File: src/sv/lavm_pkg.sv
`timescale 1ns / 1ps
// lavm_pkg: shared types and constants for the look-at view matrix block.
// No dependencies; every other file imports it.
package lavm_pkg;

    localparam int FRAC_BITS_DEF = 16;

    // job queue between the front and back parts
    localparam int QDEPTH = 4;
    localparam int QAW    = 2;
    localparam logic [QAW:0] QFULL = QDEPTH[QAW:0];

    typedef struct packed {
        logic signed [31:0] cam_x;
        logic signed [31:0] cam_y;
        logic signed [31:0] cam_z;
        logic signed [31:0] target_x;
        logic signed [31:0] target_y;
        logic signed [31:0] target_z;
    } t_in;

    typedef struct packed {
        logic [1:0]         column_index;
        logic signed [31:0] elem0;
        logic signed [31:0] elem1;
        logic signed [31:0] elem2;
        logic signed [31:0] elem3;
        logic               degenerate;
        logic               last_column;
    } t_out;

    // camera position and position - target, both indexed x, y, z
    typedef struct packed {
        logic [2:0][31:0] pos;
        logic [2:0][32:0] dif;
    } t_job;

    typedef struct packed {
        logic             start;
        logic [2:0][63:0] vec;
    } t_norm_req;

    typedef struct packed {
        logic             done;
        logic             ok;
        logic [2:0][31:0] u;
    } t_norm_rsp;

    typedef enum logic [2:0] {
        N_IDLE,
        N_SHIFT,
        N_SQ,
        N_SQRT,
        N_DIV
    } t_nstate;

    typedef enum logic [3:0] {
        B_IDLE,
        B_NF,
        B_NR,
        B_CROSS,
        B_US,
        B_NU,
        B_DOT,
        B_FIN,
        B_HAND
    } t_bstate;

endpackage

File: src/sv/lavm_front.sv
`timescale 1ns / 1ps
// lavm_front: accepts camera/target transactions and forms position - target.
// Depends on lavm_pkg.
module lavm_front (
    input  logic           i_valid,
    input  lavm_pkg::t_in  i_in,
    input  logic           i_full,
    output logic           o_stall,
    output logic           o_push,
    output lavm_pkg::t_job o_job
);
    import lavm_pkg::*;

    assign o_stall = i_full;
    assign o_push  = i_valid && !i_full;

    always_comb begin
        o_job.pos[0] = i_in.cam_x;
        o_job.pos[1] = i_in.cam_y;
        o_job.pos[2] = i_in.cam_z;
        // 33 bits so the difference never wraps
        o_job.dif[0] = 33'(i_in.cam_x) - 33'(i_in.target_x);
        o_job.dif[1] = 33'(i_in.cam_y) - 33'(i_in.target_y);
        o_job.dif[2] = 33'(i_in.cam_z) - 33'(i_in.target_z);
    end

endmodule

File: config.mk
export PLATFORM = sky130hd
export DESIGN_NAME = lavm_front
export DESIGN_NICKNAME = d
export VERILOG_FILES = /design/src/sv/lavm_pkg.sv /design/src/sv/lavm_front.sv
export SDC_FILE = /design/constraint.sdc
export NUM_CORES = 1
export LEC_CHECK = 0
export ABC_AREA = 1
export ABC_CLOCK_PERIOD_IN_PS = 3760
export BUFFER_PORTS_ARGS = -buffer_cell sky130_fd_sc_hd__buf_2
export CAP_MARGIN = 25
export CORE_AREA = 4 4 151 153
export DETAILED_ROUTE_END_ITERATION = 8
export DIE_AREA = 0 0 155 157
export PLACE_DENSITY = 0.69
export SLEW_MARGIN = 30
export SYNTH_ARGS = -nofsm -noshare
export SYNTH_HDL_FRONTEND = slang
export SYNTH_SLANG_ARGS = --single-unit
File: constraint.sdc
create_clock -name vclk -period 3.76
set_input_delay 0.752 -clock vclk [all_inputs]
set_output_delay 0.752 -clock vclk [all_outputs]
set_load 0.02 [all_outputs]
==> impl_metrics.toml <==
[floorplanning]
ioPinCount = 391
core_mm2 = 0.02155
die_w_um = 155
initial_core_util_pct = 39.23
rows = 54
die-area_mm2 = 0.02434
die_h_um = 157

[finish]
stdcell_area_mm2 = 0.01003
nClkBuffers = 0
layout.nets = 2362
register_area_um2 = 0
diodes = 0
seq_cells = 0
nFillCells = 2509
syn_to_final_growth_pct = 18.59
drive_above_1_share_pct = 19.98

[min_path]
hold_class = "in -> out"
holdPathStages = 2

[setup_path]
crit_chain = "buf_2 -> inv_1 -> ha_1 -> fa_1 -> inv_1 -> nand2_1 -> nand2_1 -> nand3_1 -> nand2_2 -> nand2_1 -> nand2_2 -> nand2_1 -> nand2_1 -> nand2_1 -> nand2_1 -> buf_2"
max_stage_delay_ns = 0.42
crit_path_top_delay_cell = "fa_1"
crit_required_ns = 3.01
path_common_cell = "nand2_1"
worstSetupPathType = "in -> out"
endpoint_kind = "output port"
worstPathArrival_ns = 2.58
worstSetupStartpointType = "primary input"
cp_max_fo = 3

[placement]
placed_area_mm2 = 0.01003
gp_congestion = 0.9238
pre_cts_ws_ns = 0.4116
io_buffers = 391
hpwl_um = 25800

[sta]
period_minus_slack_ns = 3.328
max_freq_mhz = 300.5
hold_viol_final = 0
final.setup.tns_ns = 0
rsz0062_at_grt = "false"
final_max_slew_viol_count = 0
fin_crit_sh_pct = 88.51
finalSetupViolations = 0
relSlewSlack_pct = 80.14
setup_ws_ns = 0.4322
tightest_slew_ns = 0.2968

[clock_network]
ctsHoldBuffers = 0
cts_resized = 0
post_cts_buffers = 0

[drt]
viasPerCell = 4.489
firstDrtPassIters = 5
drt-total-wl_um = 27930
vias = 10540
drc = 0
wl_per_cell_um = 11.90
drtIter0Drc = 518
ant_nets = 0

[power_and_ir_drop]
p_leak_nw = 7.608
power.density_mw_per_mm2 = 192.1
vdd_drop_max_v = 0.0001065

[synth]
ys_warn_count = 0
seq_area_frac_synth_pct = 0
yosysUniqueCellTypes = 20
netlist_instances = 1774
synth_nets = 2067
syn_area_mm2 = 0.008456
avgSynthCellArea_um2 = 4.766

[grt]
grt-ovfl-total = 0
grt_usage_pct = 20.90
grt_pass1_wl_um = 43080
antenna_found_initial = 0
grt_max_degree = 8
grt_pass1_vias = 9356

[run]
maxCapViolations = 0

[status]
status = "finished, final reports clean"
[cell families (layout without fill, tap and decap cells)]
| family | count (synthesis) | in the layout | share of synthesized area [%] |
|---|---|---|---|
| AND/OR/NAND/NOR | 988 | 988 | 46.36 |
| buffers and inverters | 575 | 868 | 29.88 |
| adder cells (fa/ha/maj) | 99 | 99 | 14.92 |
| AO/OA/AOI/OAI | 67 | 67 | 4.188 |
| XOR/XNOR | 45 | 45 | 4.661 |
[per-layer routing]
layer  track usage, %  part of all wire [%]
met2            40.53                    50
met4            2.565                   1.1
met3            1.320                   7.0
met1            25.95                    42
met5                0                     0
[report_power, final]
part | switching, W | total [W] | internal [W]
Sequential | 0 | 0 | 0
Clock | 0 | 0 | 0
Combinational | 0.00128 | 0.00193 | 0.000650
Total | 0.00128 | 0.00193 | 0.000650
[worst max-delay path, delay by kind of cell]
kind,cells,cell delay [ns]
simple gates,10,0.77
fa+ha+maj,2,0.66
buf+inv,4,0.39
[area by class of cell]
class | count | area (um2) | area share, %
inverter | 477 | 1790 | 17.86
timing repair buffer | 391 | 1957 | 19.52
multi-input combinational | 1199 | 5929 | 59.13
tap | 280 | 350.3 | 3.494
[per-stage QoR]
stage	utilization [%]	hold slack (ns)	power, W	cells
2_1_floorplan	-	1.584	0.001349	1774
3_3_place_gp	46.52	1.738	0.001917	2347
3_5_place_dp	46.52	1.741	0.001927	2347
4_1_cts	46.52	1.742	0.001936	2347
5_1_grt	46.52	1.747	0.002141	2347
6_report	46.52	1.739	0.001926	2347
[cell usage in the layout (no fill, tap or decap), types with 4 or more instances in the layout]
master	count
nor2_1	125
nor3_1	6
nand2_2	16
nand3_2	4
buf_2	391
xnor2_1	6
a21oi_1	60
and2_1	6
ha_1	96
xor2_1	39
inv_1	477
nand4_1	12
nand3_1	67
nand2_1	748
[path summary, 6_finish.rpt]
path       from   endpoint  slack, ns
max   i_in[128]  o_job[65]       0.43
min   i_in[160]  o_job[99]       1.74
[synthesized netlist by cell type]
cell	number	share of area, %
a21o_1	3	0.27
fa_1	3	0.71
nand3_2	4	0.47
nor3_1	6	0.36
nor2_2	1	0.074
or2_1	3	0.22
o21bai_1	3	0.27
inv_1	477	21
xnor2_1	6	0.62
nand3_1	67	4.0
nor2_1	125	5.5
buf_4	98	8.7
nand4_1	12	0.89
xor2_1	39	4.0
nand2_1	748	33
nand2_2	16	1.2
ha_1	96	14
a21oi_1	60	3.6
a21oi_2	1	0.10
and2_1	6	0.44
Note: power is estimated with default switching activity, not from simulation.
