==> src/sv/lavm_pkg.sv <==
`timescale 1ns / 1ps
// lavm_pkg: shared types and constants for the look-at view matrix block.
// No dependencies; every other file imports it.
package lavm_pkg;

    localparam int FRAC_BITS_DEF = 16;

    // job queue between the front and back parts
    localparam int QDEPTH = 4;
    localparam int QAW    = 2;
    localparam logic [QAW:0] QFULL = QDEPTH[QAW:0];

    typedef struct packed {
        logic signed [31:0] cam_x;
        logic signed [31:0] cam_y;
        logic signed [31:0] cam_z;
        logic signed [31:0] target_x;
        logic signed [31:0] target_y;
        logic signed [31:0] target_z;
    } t_in;

    typedef struct packed {
        logic [1:0]         column_index;
        logic signed [31:0] elem0;
        logic signed [31:0] elem1;
        logic signed [31:0] elem2;
        logic signed [31:0] elem3;
        logic               degenerate;
        logic               last_column;
    } t_out;

    // camera position and position - target, both indexed x, y, z
    typedef struct packed {
        logic [2:0][31:0] pos;
        logic [2:0][32:0] dif;
    } t_job;

    typedef struct packed {
        logic             start;
        logic [2:0][63:0] vec;
    } t_norm_req;

    typedef struct packed {
        logic             done;
        logic             ok;
        logic [2:0][31:0] u;
    } t_norm_rsp;

    typedef enum logic [2:0] {
        N_IDLE,
        N_SHIFT,
        N_SQ,
        N_SQRT,
        N_DIV
    } t_nstate;

    typedef enum logic [3:0] {
        B_IDLE,
        B_NF,
        B_NR,
        B_CROSS,
        B_US,
        B_NU,
        B_DOT,
        B_FIN,
        B_HAND
    } t_bstate;

endpackage

==> src/sv/lavm_fifo.sv <==
`timescale 1ns / 1ps
// lavm_fifo: short job queue that decouples the front from the back.
// Depends on lavm_pkg.
module lavm_fifo (
    input  logic           i_clk,
    input  logic           i_rst_n,
    input  logic           i_push,
    input  lavm_pkg::t_job i_job,
    input  logic           i_pop,
    output lavm_pkg::t_job o_job,
    output logic           o_empty,
    output logic           o_full
);
    import lavm_pkg::*;

    t_job           r_mem [QDEPTH];
    logic [QAW-1:0] r_wp;
    logic [QAW-1:0] r_rp;
    logic [QAW:0]   r_cnt;

    assign o_job   = r_mem[r_rp];
    assign o_empty = (r_cnt == '0);
    assign o_full  = (r_cnt == QFULL);

    always_ff @(posedge i_clk) begin
        if (!i_rst_n) begin
            r_wp  <= '0;
            r_rp  <= '0;
            r_cnt <= '0;
        end else begin
            if (i_push) r_wp <= r_wp + 1'b1;
            if (i_pop)  r_rp <= r_rp + 1'b1;
            if (i_push && !i_pop)      r_cnt <= r_cnt + 1'b1;
            else if (!i_push && i_pop) r_cnt <= r_cnt - 1'b1;
        end
    end

    always_ff @(posedge i_clk) begin
        if (i_push) r_mem[r_wp] <= i_job;
    end

endmodule

==> config.mk <==
export PLATFORM = sky130hd
export DESIGN_NAME = lavm_fifo
export DESIGN_NICKNAME = d
export VERILOG_FILES = /design/src/sv/lavm_pkg.sv /design/src/sv/lavm_fifo.sv
export SDC_FILE = /design/constraint.sdc
export NUM_CORES = 1
export LEC_CHECK = 0
export ABC_AREA = 0
export BUFFER_PORTS_ARGS = -buffer_cell sky130_fd_sc_hd__buf_4
export CORE_MARGIN = 4
export CORE_UTILIZATION = 61
export CTS_BUF_LIST = sky130_fd_sc_hd__clkbuf_16
export DETAILED_ROUTE_END_ITERATION = 16
export PLACE_DENSITY = 0.94
export SKIP_CTS_REPAIR_TIMING = 1
export SLEW_MARGIN = 20
export SYNTH_ARGS = -nofsm -noshare
export SYNTH_HDL_FRONTEND = slang
export SYNTH_SLANG_ARGS = --single-unit
==> constraint.sdc <==
create_clock -name i_clk -period 11.55 [get_ports i_clk]
set_input_delay 3.465 -clock i_clk [delete_from_list [all_inputs] [get_ports i_clk]]
set_output_delay 3.465 -clock i_clk [all_outputs]
set_load 0.05 [all_outputs]
==> flow_metrics.py <==
metrics = {
    "logic_synthesis": {
        "yosysWarnings": 0,
        "syn_area_sq_um": 28600,
        "synth_top_area_share_pct": 81.9,
        "synth_cells": 1062,
        "synth_cell_types": 20,
        "seq_area_frac_synth_pct": 82.6,
        "synth_nets": 1267,
        "yosysTopAreaCell": "edfxtp_1",
        "postSynthAreaPerCell_sq_um": 26.9,
        "synth_area_leaders": "edfxtp_1 82%, mux4_2 15%, buf_6 0.71%, dfxtp_1 0.63%, buf_2 0.37%",
        "synth-seq-cells": 789,
    },
    "clocking": {
        "cts_made_buffers": 75,
        "clkTransAtPathRegs_ns": 0.06,
        "cts_buffer_depth": 3,
        "cts_tree": "done",
        "htreeDepth": 3,
        "clk_latency_ns": 0.60,
        "cts_root_buf": "clkbuf_16",
        "cts_sinks": 789,
    },
    "setup_path": {
        "reg2reg_depth": 5,
        "r2r-end": "r_mem[2][112]",
        "slowest_stage": "dfxtp_4",
        "regToRegStartpoint": "r_wp[0]",
        "cp-start-kind": "flop",
        "slowest_delay_ns": 0.91,
        "crit_required_ns": 8.09,
        "cp_common_cell": "buf_4",
        "cp-end-kind": "output port",
        "setup.worst_path.end": "o_job[104]",
        "cp_cell_sequence": "buf_4 > mux4_2 > buf_4",
        "r2r_setup_slack_ns": 8.41,
        "critical_path_class": "flop to output port",
        "cp.arrival_ns": 3.31,
        "crit_fanout": 49,
    },
    "placement": {
        "hpwl_um": 35700,
        "gp_congestion": 0.761,
        "io_buffers": 395,
    },
    "drt": {
        "routedWlPerCell_um": 29.3,
        "ant_nets": 0,
        "first_pass_iters": 5,
        "dr_total_vias": 13300,
        "wl_um": 63400,
        "drc_errors": 0,
        "drt_iter0_drc": 1261,
        "vias_per_cell": 6.14,
    },
    "floorplanning": {
        "design.core.area_sq_um": 46500,
        "ios": 396,
        "initial_utilization_pct": 61.5,
        "rows": 79,
        "die_w_um": 224,
        "dieArea_sq_um": 50400,
        "die_h_um": 224,
    },
    "global_route": {
        "grt_remaining_overflow": 0,
        "grt_pass1_wl_um": 94300,
        "grt_max_degree": 156,
        "grt_pass1_vias": 14300,
        "antenna_found_initial": 2,
        "track_usage_pct": 25.3,
    },
    "sta": {
        "fin_skew_ns": 0.0119,
        "hold_violations": 0,
        "max_freq_mhz": 148,
        "period_share_pct": 58.7,
        "worst_slew_pin_slew_ns": 1.07,
        "setup_viol": 0,
        "whs_ns": 0.574,
        "relSlewSlack_pct": 28.7,
        "period_needed_ns": 6.78,
        "rsz0062_at_grt": "no",
        "fin_tns_setup_ns": 0,
        "slew_violations": 0,
    },
    "outcome": {
        "outcome": "completed",
    },
    "power_and_ir_drop": {
        "cellPowerDensity_nw_per_um2": 193,
        "peakVddDrop_mv": 0.190,
        "finalPower_mw": 6.66,
        "p_leak_nw": 11.6,
    },
    "finish": {
        "syn2layout_area_growth_pct": 20.4,
        "seqCellArea_sq_um": 23600,
        "multi_input_area_sq_um": 4650,
        "final_cell_mix": "780 x edfxtp_1, 401 x buf_4, 195 x mux4_2",
        "fin_util_pct": 74.1,
        "fin_nets": 1705,
        "final_layout_size_suffix_gt1_share_pct": 44.9,
        "final_common_cell": "edfxtp_1",
        "n_fill_cell": 2292,
    },
    "hold_path": {
        "hold_class": "flop to flop",
    },
    "job": {
        "drv_cap": 0,
    },
}
critical path: cells and delay by family, from the launching register on:
| family | cells | cell delay [ns] |
|---|---|---|
| buffers and inverters | 2 | 1.11 |
| flip-flops | 1 | 0.91 |
| multiplexers | 1 | 0.64 |
where the power goes:
part	switching [mW]	internal [mW]	total, mW	leakage, nW
clock	1.00	1.30	2.30	1.21
combinational	0.664	0.343	1.01	3.17
sequential	0.0577	3.30	3.35	7.24
total	1.73	4.94	6.66	11.6
registers in the layout (all words and copies together) (netlist names), named ones only:
register / flops
r_cnt: 3
r_rp: 2
r_mem: 780
r_wp: 2
layout make-up:
| type | instances | area share [%] |
|---|---|---|
| antenna | 2 | 0.0145 |
| clock buffer | 77 | 5.60 |
| clock inverter | 56 | 1.07 |
| inverter | 4 | 0.0436 |
| multi-input combinational | 225 | 13.5 |
| sequential | 789 | 68.6 |
| tap | 607 | 2.21 |
| timing repair buffer | 405 | 8.98 |
stage by stage:
stage | worst slack [ns] | std cells | cell area (sq um)
after floorplan | 3.08 | 1062 | 28600
after global placement | 5.33 | 2030 | 32100
after detailed placement | 5.33 | 2030 | 32100
after CTS | 4.63 | 2163 | 34400
after global routing | 4.45 | 2164 | 34400
final | 4.77 | 2165 | 34400
layer usage:
metal	GRT usage [%]	routed length, um	vias to the layer above
li1	-	-	5481
met1	32.1	21900	6929
met2	43.2	33600	770
met3	7.53	6040	115
met4	7.53	1810	2
met5	0	13	-
kinds of logic (layout without fill, tap and decap cells):
logic type	after synthesis	after routing	synth area share, %
muxes	197	197	15.4
AOI/OAI and AO/OA	2	2	0.0438
adders and majority gates	6	6	0.289
xor gates and xnor gates	5	5	0.153
buffers and inverters	48	542	1.19
other	0	2	0
DFF	789	789	82.6
and+or+nand+nor	15	15	0.319
cell usage after synthesis:
library cell / count
xor2_1: 3
and2_1: 9
mux2i_1: 2
mux4_2: 195
buf_6: 18
nor3_1: 1
or3_1: 1
nor3b_1: 1
clkbuf_1: 5
buf_2: 21
edfxtp_1: 780
nand2_1: 1
nor2b_1: 2
xnor2_1: 2
fa_1: 1
o21ai_0: 1
inv_1: 4
a21boi_0: 1
dfxtp_1: 9
ha_1: 5
worst min path at each step:
stage / cells past startpoint / start / to / slack (ns)
after global placement: 2 / r_cnt[2] / r_cnt[2] / 0.49
after detailed placement: 2 / r_cnt[2] / r_cnt[2] / 0.56
after global routing: 2 / r_cnt[2] / r_cnt[2] / 0.60
after floorplan: 2 / r_cnt[2] / r_cnt[2] / 0.47
final: 2 / r_cnt[2] / r_cnt[2] / 0.57
after CTS: 2 / r_cnt[2] / r_cnt[2] / 0.58
No activity file was read; power rests on OpenSTA's default activity.
